--- src/design/lfuc_pkg.sv ---
// Shared types and constants for the LFU cache with LRU tie-break.
// Used by the controller, the datapath and the top level.
`timescale 1ns / 1ps

package lfuc_pkg;

	localparam int KEY_W   = 32;
	localparam int VALUE_W = 32;
	localparam int COUNT_W = 32;
	localparam int STAMP_W = 64;
	localparam int CAP_W   = 5;
	localparam int ENTRY_W = KEY_W + VALUE_W + COUNT_W + STAMP_W;

	localparam logic [COUNT_W-1:0] COUNT_MAX   = '1;
	localparam logic [COUNT_W-1:0] COUNT_FIRST = COUNT_W'(1);
	localparam logic [CAP_W-1:0]   CAP_RESET   = CAP_W'(16);

	localparam logic OP_GET = 1'b0;
	localparam logic OP_PUT = 1'b1;

	// Commands from the controller to the datapath.
	typedef struct packed {
		logic load;    // capture the request and clear the scan results
		logic rd_en;   // read one entry at the scan address
		logic commit;  // write back, update bookkeeping, present the result
	} ctrl_cmd_t;

	typedef struct packed {
		logic [KEY_W-1:0]   key;
		logic [VALUE_W-1:0] value;
		logic [COUNT_W-1:0] count;
		logic [STAMP_W-1:0] stamp;
	} entry_t;

endpackage

--- src/design/lfu_cache_lru_tiebreak_top.sv ---
// Top level of the LFU cache with LRU tie-break.
// Instantiates lfuc_ctrl and lfuc_datapath; depends on lfuc_pkg.
//
// Usage: a request (operation, key, value) is taken at a rising edge where
// start is high and busy is low. operation 0 is a get, 1 is a put. busy stays
// high while the request is processed. Every request gives exactly one result:
// done is high for a single cycle with hit, read_value, evicted and
// evicted_key valid alongside it. The receiver cannot stall the result.
// Sequence: after accept, the scan reads one entry per cycle through the single
// read port of the entry memory, then the last compare and the write-back
// follow before done. The next request can be accepted in the cycle done is
// high.
// Configuration: capacity is written through cfg_valid/cfg_ready/cfg_data
// while the block is idle; values above ENTRIES act as ENTRIES.
// Reset: arst_n empties the cache, clears the use clock and sets capacity
// to sixteen. No clearing pass is needed; the block is ready at once.
`timescale 1ns / 1ps

module lfu_cache_lru_tiebreak_top import lfuc_pkg::*; #(
	parameter int ENTRIES = 16
) (
	input  logic               clk,
	input  logic               arst_n,
	input  logic               start,
	output logic               busy,
	input  logic               operation,
	input  logic [KEY_W-1:0]   key,
	input  logic [VALUE_W-1:0] value,
	output logic               done,
	output logic               hit,
	output logic [VALUE_W-1:0] read_value,
	output logic               evicted,
	output logic [KEY_W-1:0]   evicted_key,
	input  logic               cfg_valid,
	output logic               cfg_ready,
	input  logic [CAP_W-1:0]   cfg_data
);

	localparam int IDX_W = (ENTRIES > 1) ? $clog2(ENTRIES) : 1;
	localparam int CNT_W = $clog2(ENTRIES + 1);
	localparam int CMP_W = (CNT_W > CAP_W) ? CNT_W : CAP_W;
	localparam logic [CMP_W-1:0] ENTRIES_EXT = CMP_W'(ENTRIES);

	ctrl_cmd_t        cmd;
	logic [IDX_W-1:0] rd_addr;
	logic [CAP_W-1:0] capacity_q;
	logic [CAP_W-1:0] cap_eff;

	assign cfg_ready = !busy;

	always_ff @(posedge clk or negedge arst_n) begin
		if (!arst_n) begin
			capacity_q <= CAP_RESET;
		end else if (cfg_valid && cfg_ready) begin
			capacity_q <= cfg_data;
		end
	end

	assign cap_eff = (CMP_W'(capacity_q) > ENTRIES_EXT) ? CAP_W'(ENTRIES_EXT) : capacity_q;

	lfuc_ctrl #(
		.ENTRIES (ENTRIES),
		.IDX_W   (IDX_W)
	) u_ctrl (
		.clk     (clk),
		.arst_n  (arst_n),
		.start   (start),
		.busy    (busy),
		.cmd     (cmd),
		.rd_addr (rd_addr)
	);

	lfuc_datapath #(
		.ENTRIES (ENTRIES),
		.IDX_W   (IDX_W),
		.CNT_W   (CNT_W)
	) u_datapath (
		.clk         (clk),
		.arst_n      (arst_n),
		.cmd         (cmd),
		.rd_addr     (rd_addr),
		.cap_eff     (cap_eff),
		.in_op       (operation),
		.in_key      (key),
		.in_value    (value),
		.done        (done),
		.hit         (hit),
		.read_value  (read_value),
		.evicted     (evicted),
		.evicted_key (evicted_key)
	);

endmodule

--- src/design/lfuc_ctrl.sv ---
// Controller of the LFU cache: sequences accept, the entry scan and the commit.
// Depends on lfuc_pkg for the command struct.
`timescale 1ns / 1ps

module lfuc_ctrl import lfuc_pkg::*; #(
	parameter int ENTRIES = 16,
	parameter int IDX_W   = 4
) (
	input  logic             clk,
	input  logic             arst_n,
	input  logic             start,
	output logic             busy,
	output ctrl_cmd_t        cmd,
	output logic [IDX_W-1:0] rd_addr
);

	typedef enum logic [3:0] {
		ST_IDLE   = 4'b0001,
		ST_SCAN   = 4'b0010,
		ST_DRAIN  = 4'b0100,
		ST_COMMIT = 4'b1000
	} state_t;

	localparam logic [IDX_W-1:0] LAST_IDX = IDX_W'(ENTRIES - 1);

	state_t           state_q, state_d;
	logic [IDX_W-1:0] idx_q;

	always_comb begin
		state_d = state_q;
		unique case (state_q)
			ST_IDLE: begin
				if (start) state_d = ST_SCAN;
			end
			ST_SCAN: begin
				if (idx_q == LAST_IDX) state_d = ST_DRAIN;
			end
			ST_DRAIN:  state_d = ST_COMMIT;
			ST_COMMIT: state_d = ST_IDLE;
			default:   state_d = ST_IDLE;
		endcase
	end

	always_ff @(posedge clk or negedge arst_n) begin
		if (!arst_n) begin
			state_q <= ST_IDLE;
			idx_q   <= '0;
		end else begin
			state_q <= state_d;
			if (state_q == ST_SCAN) idx_q <= idx_q + IDX_W'(1);
			else idx_q <= '0;
		end
	end

	assign busy       = (state_q != ST_IDLE);
	assign cmd.load   = (state_q == ST_IDLE) && start;
	assign cmd.rd_en  = (state_q == ST_SCAN);
	assign cmd.commit = (state_q == ST_COMMIT);
	assign rd_addr    = idx_q;

endmodule

--- src/design/lfuc_datapath.sv ---
// Datapath of the LFU cache: entry memory, valid bits, scan trackers,
// write-back logic and result registers. Depends on lfuc_pkg.
`timescale 1ns / 1ps

module lfuc_datapath import lfuc_pkg::*; #(
	parameter int ENTRIES = 16,
	parameter int IDX_W   = 4,
	parameter int CNT_W   = 5
) (
	input  logic               clk,
	input  logic               arst_n,
	input  ctrl_cmd_t          cmd,
	input  logic [IDX_W-1:0]   rd_addr,
	input  logic [CAP_W-1:0]   cap_eff,
	input  logic               in_op,
	input  logic [KEY_W-1:0]   in_key,
	input  logic [VALUE_W-1:0] in_value,
	output logic               done,
	output logic               hit,
	output logic [VALUE_W-1:0] read_value,
	output logic               evicted,
	output logic [KEY_W-1:0]   evicted_key
);

	localparam int CMP_W = (CNT_W > CAP_W) ? CNT_W : CAP_W;

	entry_t mem [ENTRIES];

	logic [ENTRIES-1:0] valid_q;
	logic [ENTRIES-1:0] valid_d;
	logic [STAMP_W-1:0] clock_q;

	// Request held for the whole operation.
	logic               op_q;
	logic [KEY_W-1:0]   key_q;
	logic [VALUE_W-1:0] value_q;

	// Read stage.
	entry_t           rd_data_s1;
	logic [IDX_W-1:0] idx_s1;
	logic             cmp_en_s1;

	// Scan trackers.
	logic               found_q;
	logic [IDX_W-1:0]   found_idx_q;
	logic [VALUE_W-1:0] found_value_q;
	logic [COUNT_W-1:0] found_count_q;
	logic               victim_q;
	logic [IDX_W-1:0]   victim_idx_q;
	logic [KEY_W-1:0]   victim_key_q;
	logic [COUNT_W-1:0] victim_count_q;
	logic [STAMP_W-1:0] victim_stamp_q;
	logic               free_q;
	logic [IDX_W-1:0]   free_idx_q;
	logic [CNT_W-1:0]   used_q;

	logic               slot_valid;
	logic               older;
	logic               do_insert;
	logic               do_evict;
	logic [IDX_W-1:0]   ins_idx;
	logic [COUNT_W-1:0] count_inc;
	logic               wr_en;
	logic [IDX_W-1:0]   wr_addr;
	entry_t             wr_data;

	assign slot_valid = valid_q[idx_s1];
	assign older = (rd_data_s1.count < victim_count_q) ||
		((rd_data_s1.count == victim_count_q) && (rd_data_s1.stamp < victim_stamp_q));

	// A miss put only stores when capacity is nonzero; it evicts when occupancy
	// has reached capacity.
	assign do_insert = !found_q && (op_q == OP_PUT) && (cap_eff != '0);
	assign do_evict  = do_insert && victim_q && (CMP_W'(used_q) >= CMP_W'(cap_eff));
	assign ins_idx   = (do_evict && (!free_q || (victim_idx_q < free_idx_q))) ?
		victim_idx_q : free_idx_q;
	assign count_inc = (found_count_q == COUNT_MAX) ? found_count_q :
		found_count_q + COUNT_W'(1);

	always_comb begin
		wr_en   = 1'b0;
		wr_addr = ins_idx;
		wr_data.key   = key_q;
		wr_data.value = value_q;
		wr_data.count = COUNT_FIRST;
		wr_data.stamp = clock_q;
		if (cmd.commit) begin
			if (found_q) begin
				wr_en   = 1'b1;
				wr_addr = found_idx_q;
				wr_data.value = (op_q == OP_PUT) ? value_q : found_value_q;
				wr_data.count = count_inc;
			end else if (do_insert) begin
				wr_en = 1'b1;
			end
		end
	end

	always_comb begin
		valid_d = valid_q;
		if (cmd.commit && !found_q && do_insert) begin
			// Clear the victim first so that reusing its slot keeps it valid.
			if (do_evict) valid_d[victim_idx_q] = 1'b0;
			valid_d[ins_idx] = 1'b1;
		end
	end

	always_ff @(posedge clk) begin
		if (wr_en) mem[wr_addr] <= wr_data;
		if (cmd.rd_en) rd_data_s1 <= mem[rd_addr];
	end

	always_ff @(posedge clk) begin
		idx_s1 <= rd_addr;
		if (cmd.load) begin
			op_q    <= in_op;
			key_q   <= in_key;
			value_q <= in_value;
		end
		if (cmp_en_s1) begin
			if (slot_valid && (rd_data_s1.key == key_q) && !found_q) begin
				found_idx_q   <= idx_s1;
				found_value_q <= rd_data_s1.value;
				found_count_q <= rd_data_s1.count;
			end
			if (slot_valid && (!victim_q || older)) begin
				victim_idx_q   <= idx_s1;
				victim_key_q   <= rd_data_s1.key;
				victim_count_q <= rd_data_s1.count;
				victim_stamp_q <= rd_data_s1.stamp;
			end
			if (!slot_valid && !free_q) free_idx_q <= idx_s1;
		end
		if (cmd.commit) begin
			hit         <= found_q;
			read_value  <= (found_q && (op_q == OP_GET)) ? found_value_q : '0;
			evicted     <= do_evict;
			evicted_key <= do_evict ? victim_key_q : '0;
		end
	end

	always_ff @(posedge clk or negedge arst_n) begin
		if (!arst_n) begin
			valid_q   <= '0;
			clock_q   <= '0;
			cmp_en_s1 <= 1'b0;
			found_q   <= 1'b0;
			victim_q  <= 1'b0;
			free_q    <= 1'b0;
			used_q    <= '0;
			done      <= 1'b0;
		end else begin
			cmp_en_s1 <= cmd.rd_en;
			done      <= cmd.commit;
			valid_q   <= valid_d;
			if (cmd.load) begin
				found_q  <= 1'b0;
				victim_q <= 1'b0;
				free_q   <= 1'b0;
				used_q   <= '0;
			end else if (cmp_en_s1) begin
				if (slot_valid) begin
					used_q   <= used_q + CNT_W'(1);
					victim_q <= 1'b1;
					if (rd_data_s1.key == key_q) found_q <= 1'b1;
				end else begin
					free_q <= 1'b1;
				end
			end
			if (cmd.commit && (found_q || do_insert)) begin
				clock_q <= clock_q + STAMP_W'(1);
			end
		end
	end

endmodule
--- config.mk ---
export PLATFORM = sky130hd
export DESIGN_NAME = lfu_cache_lru_tiebreak_top
export DESIGN_NICKNAME = d
export VERILOG_FILES = /design/src/design/lfuc_pkg.sv /design/src/design/lfu_cache_lru_tiebreak_top.sv /design/src/design/lfuc_ctrl.sv /design/src/design/lfuc_datapath.sv
export SDC_FILE = /design/constraint.sdc
export NUM_CORES = 2
export LEC_CHECK = 0
export BUFFER_PORTS_ARGS = -buffer_cell sky130_fd_sc_hd__buf_2
export CORE_AREA = 4 4 511 513
export DETAILED_ROUTE_END_ITERATION = 8
export DIE_AREA = 0 0 515 517
export HOLD_SLACK_MARGIN = 0.15
export PLACE_DENSITY = 0.68
export SYNTH_ARGS = -nofsm -noshare
export SYNTH_HDL_FRONTEND = slang
export SYNTH_HIERARCHICAL = 1
export SYNTH_SLANG_ARGS = --single-unit
--- constraint.sdc ---
create_clock -name clk -period 29.3 [get_ports clk]
set_input_delay 4.395 -clock clk [delete_from_list [all_inputs] [get_ports clk]]
set_output_delay 4.395 -clock clk [all_outputs]
set_load 0.03 [all_outputs]
Yosys cells after proc, flatten, opt, wreduce, memory -nomap -nowiden
Memory sizes are Yosys's and may differ from the RTL's. A register that Yosys moved wholly into a read port is not among the register bits.
Index checks and enable logic that the tools add are counted.
Cells by class
  $add $sub $neg: 4
  $lt $le $gt $ge: 10
  equal/unequal tests: 12
  muxes and demuxes: 38
  bitwise operators: 4
  reductions and logical operators: 38
Operator list (number)
  $mux 64: 2
  $add 64x1->64 const B: 1
  $eq 32x32->1: 2
  $lt 64x64->1: 1
  $mux 32: 2
  $add 32x1->32 const B: 1
  $eq 32x32->1 const B: 1
  $lt 32x32->1: 1
  $mux 16: 2
  $mux 4: 6
  $mux 5: 4
  $logic_and 1x1->1: 18
  $mux 1: 18
  $and 16x16->16: 1
  $not 16->16: 1
  $or 16x16->16: 1
  $lt 4x5->1 const B: 3
  $pmux 4 s3: 1
  $reduce_and 2->1: 6
  $demux 1 s4: 2
  $eq 4x4->1 const B: 2
  $ge 4x1->1 const B: 2
  $ne 2x2->1 const B: 3
  $reduce_bool 2->1: 3
  15 further kinds: 22
Storage, ports and cells
  bits in registers: 442
  memory bits (writable): 2560
  bits of input ports: 74
  output and inout port bits: 69
  logic and storage cells: 134
  memories kept: 1
Memory list
  u_datapath.mem: words 16, width 160, rd ports 1, clocked after Yosys merged registers in 1, wr ports 1, line lfuc_datapath.sv:27  | entry_t mem [ENTRIES];

Longest topological paths before layout
  depth after elaboration: 13
  mapped depth: 11
  gate-level depth less buffers: 10

By module
Netlist, hierarchy kept.
By module, submodules not included
  lfuc_datapath: instances 1, cells each 5156, area each 119574.7 sq um, seq. area each 94070.2 sq um
  lfuc_ctrl: instances 1, cells each 31, area each 354.1 sq um, seq. area each 201.4 sq um
  lfu_cache_lru_tiebreak_top: instances 1, cells each 17, area each 229.0 sq um, seq. area each 126.4 sq um

Worst setup path before layout
OpenSTA, ideal clock, no wires.
  kind: register -> register
  start point: reg u_ctrl.state_q[1]
  end point: mem u_datapath/mem[11][0] (netlist bit) (enable)
  library setup time: 1.072 ns
  data arrival time: 23.833 ns
  data required time: 28.228 ns
  setup slack: 4.396 ns
  cell stages (with the launch flop): 6
  buffers on the path: 1
  period minus slack after synthesis: 24.904 ns
  cells stage by stage: dfrtp_1 -> nor4_1 -> nand2_1 -> clkbuf_1 -> a21o_1 -> nor4_1
RTL lines
  from (decl): line lfuc_ctrl.sv:26  | state_t state_q, state_d;
  from (signal assigned): line lfuc_ctrl.sv:49  | state_q <= state_d;
  to (decl): line lfuc_datapath.sv:27

Worst setup path after layout
  start point: reg u_ctrl.state_q[0]
  end point: out cfg_ready
On the way
  word-level cells in the longest chain between the ends: 2
Ends and longest elaborated chain
  $ne 4x1->1: line lfuc_ctrl.sv:55  | assign busy = (state_q != ST_IDLE);
  $logic_not 1->1: line lfu_cache_lru_tiebreak_top.sv:49  | assign cfg_ready = !busy;
  to (decl): line lfu_cache_lru_tiebreak_top.sv:35  | output logic cfg_ready,
Every way passes these cells.

==> key figures <==
Outcome
  • Status: finished clean

Clock tree
  • CTS Root Cell: clkbuf_16
  • Clock transition at the registers of the reported paths: 0.06 ns
  • Resized Gates After CTS: 0
  • CTS sink cnt: 3162
  • CTS tree: built
  • H-Tree Depth: 5
  • Postcts setup bufs: 0
  • Worst skew pair latency: 0.94 ns
  • CTS Hold Bufs: 0
  • CTS Buffer Depth: 4
  • CTS buffer count: 320

Die
  • Cell row count: roughly 190
  • Vert. Die Dim: 517 um
  • Io pins: ~140
  • Core Footprint: 0.2562 mm2
  • Die area: 0.2663 mm2
  • Initial core utilization: 46.89%
  • Die W: 515 um

STA
  • Final Hold Fails: 0
  • WHS: 0.4227 ns
  • Slew @ Worst Pin: 1.354 ns
  • Setup_tns: 0 ns
  • # setup viols final: 0
  • Slew Limit Fails: 0
  • Tmin final: between 6 and 7 ns
  • Clock skew: 0.06473 ns
  • Setup repair after global routing missed its margin: false
  • Period utilization: 22.74%
  • Slew Limit Headroom: under 10%
  • Peak Freq: 150.1 MHz

Power and ir drop
  • PwrDens: roughly 73 mW/mm2
  • Peak VDD IR: around 66 uV
  • Leakage: 43.72 nW
  • Pwr Total: 9.837 mW

Synthesis
  • Synth warn: 6
  • Post-Syn Instances: 5204
  • Sequential share of the synthesized area: 78.56%
  • Top FF cell, synth: edfxtp_1
  • Adder and majority gate portion of the synthesized area: 1.114%
  • Compound-Gate Fraction of Synth Area: 0.9653%
  • Net Count, Synth: 5385
  • Synth Register Bits: 3162
  • Post-synth cell types: 65
  • EDFF count, synth: 3055
  • Simple-Gate Fraction of Synth Area: under 10%
  • Top cell type's share of synthesized area: 76.35%
  • Synth top area cells: edfxtp_1 76%, mux4_2 15%, dfrtp_1 2.1%
  • Syn avg cell area: 23.09 um2
  • Most frequent cell after synthesis: edfxtp_1
  • Syn Std Cell Area: between 0.1 and 0.15 mm2
  • Commonest cells post-synth: 3055 x edfxtp_1, 789 x mux4_2, 123 x clkbuf_1
  • Cell taking the most area after synthesis: edfxtp_1
  • Main combinational cell family by area after synthesis: multiplexers
  • Post-synthesis xor/xnor area fraction: 0.9403%
  • Mux contribution to synthesized area: about 15%
  • Asr flop ratio synth: between 3 and 4%

Worst setup path
  • CP max FO: 6
  • CP startpoint kind: flip-flop
  • CP endpoint kind: primary output
  • Worst Path Required: approximately 25 ns
  • CP Class: reg -> out
  • Data arrival, critical path: between 2 and 2.5 ns
  • Reg2Reg Depth: 12

Placement
  • Hpwl dp: 128700 um
  • Post-Place Cells: 8622
  • GPL Wtd Cong: 0.7515
  • Port Buffer Count: 142

Cells and area
  • Final #Nets: roughly 5700
  • Fillers: 19090
  • Area delta synth->final: 12.67%
  • Multi-input logic area: about 0.025 mm2
  • Cell Count, Final, Fillers Out: between 9000 and 10000
  • Sequential cell area: between 0.09 and 0.1 mm2
  • Share of layout cells above drive strength 1: between 20% and 30%

Route
  • Routed len/inst: 28.39 um
  • Starting DRT DRC Count: 6345
  • Final wirelength: ~260000 um
  • Via/cell ratio: 5.975
  • Drt drc: 0
  • Pre-Repair DR Iteration Count: 8
  • Final antenna-violating net count: 0
  • Vias post-DR: 54840

Min path
  • Worst Hold Class: reg -> reg
  • WHS Path Cells: 0

Global routing
  • GR Util All Layers: 19.67%
  • Vias in the first global route: about 57000
  • First-pass GRT wire length: 386900 um
  • Initial antenna violation count: 7
  • Pin count of the biggest net entering global routing: 111
  • Grt total ovfl: 0

Run
  • Max_cap viols: 0
## cell type report
type,instances,area share [%]
repair buffers,246,1.236
clock inverters,147,1.004
multi-input cells,1708,18.21
clock buffers,405,6.329
diodes,5,0.009242
flip-flops and latches,3162,69.74
inverters,122,0.3438
well taps,3384,3.128
## through the flow
step           area [um2]  setup slack (ns)  utilization [%]
2_1_floorplan      120200             4.396                -
3_3_place_gp       125400             23.06            48.96
5_1_grt            135400             22.49            52.83
4_1_cts            135400             22.57            52.83
6_report           135400             22.64            52.84
3_5_place_dp       125400             23.00            48.96
## logic make-up after synthesis
logic type,count (synthesis)
AOI/OAI and AO/OA,187
muxes,848
and+or+nand+nor,437
xor gates and xnor gates,129
buffers and inverters,334
DFF,3162
adders and majority gates,107
## worst max-delay path, stage by stage, from the launching register on
cell,delay (ns)
dfstp_2,0.58
nor4b_1,0.34
inv_1,0.17
inv_1,0.08
buf_2,0.19
## report_power, final
| part | switching [mW] | internal, mW | total, mW |
|---|---|---|---|
| registers | 0.0981 | 5.08 | 5.18 |
| clock network | 1.63 | 2.27 | 3.90 |
| logic | 0.419 | 0.340 | 0.759 |
## placed cells by master (no fill, tap or decap), drive strengths merged, types with 4 or more instances in the layout
master	count
nand4	50
a21o	20
and3	53
nor3	22
nor2	67
nor2b	26
clkinv	108
mux2	38
mux4	789
a21oi	64
clkinvlp	12
edfxtp	3055
diode	5
xnor2	91
bufinv	24
mux2i	21
nand3	51
xor2	38
inv	125
dfrtp	101
and4	11
o21a	4
ha	107
clkbuf	405
dfxtp	4
nand2b	9
buf	246
and2	42
nor4	25
nand2	61
o21ai	53
a211oi	22
or3	5
## final timing paths
path | to | slack, ns | start
max | cfg_ready | 22.64 | u_ctrl/state_q[0]$_DFFE_PN1P_
min | u_datapath/found_value_q[30]$_DFFE_PP_ | 0.42 | u_datapath/rd_data_s1[126]$_DFFE_PP_
max reg2reg | u_datapath/mem[2][120]$_DFFE_PP_ | 23.46 | capacity_q[4]$_DFFE_PN1P_
min reg2reg | u_datapath/found_value_q[30]$_DFFE_PP_ | 0.42 | u_datapath/rd_data_s1[126]$_DFFE_PP_
max in group asynchronous | u_ctrl/rd_addr[2]$_DFF_PN0_ | 24.56 | arst_n
min in group asynchronous | u_datapath/clock_q[43]$_DFFE_PN0P_ | 3.43 | arst_n
## sequential cells by signal, summed over array words and instances (netlist names), 16 cells and up
name / cells
u_datapath/clock_q: 64
u_datapath/evicted_key: 32
u_datapath/found_count_q: 32
u_datapath/found_value_q: 32
u_datapath/key_q: 32
u_datapath/mem: 2560
u_datapath/rd_data_s1: 160
u_datapath/read_value: 32
u_datapath/valid_q: 16
u_datapath/value_q: 32
u_datapath/victim_count_q: 32
u_datapath/victim_key_q: 32
u_datapath/victim_stamp_q: 64
## metal layers
metal	GRT usage, %	share of wire, %
met3	3.031	7.7
met4	4.486	1.9
met1	28.34	41
met2	32.13	50
met5	0	0.0046
(Power assumes the default switching activity.)
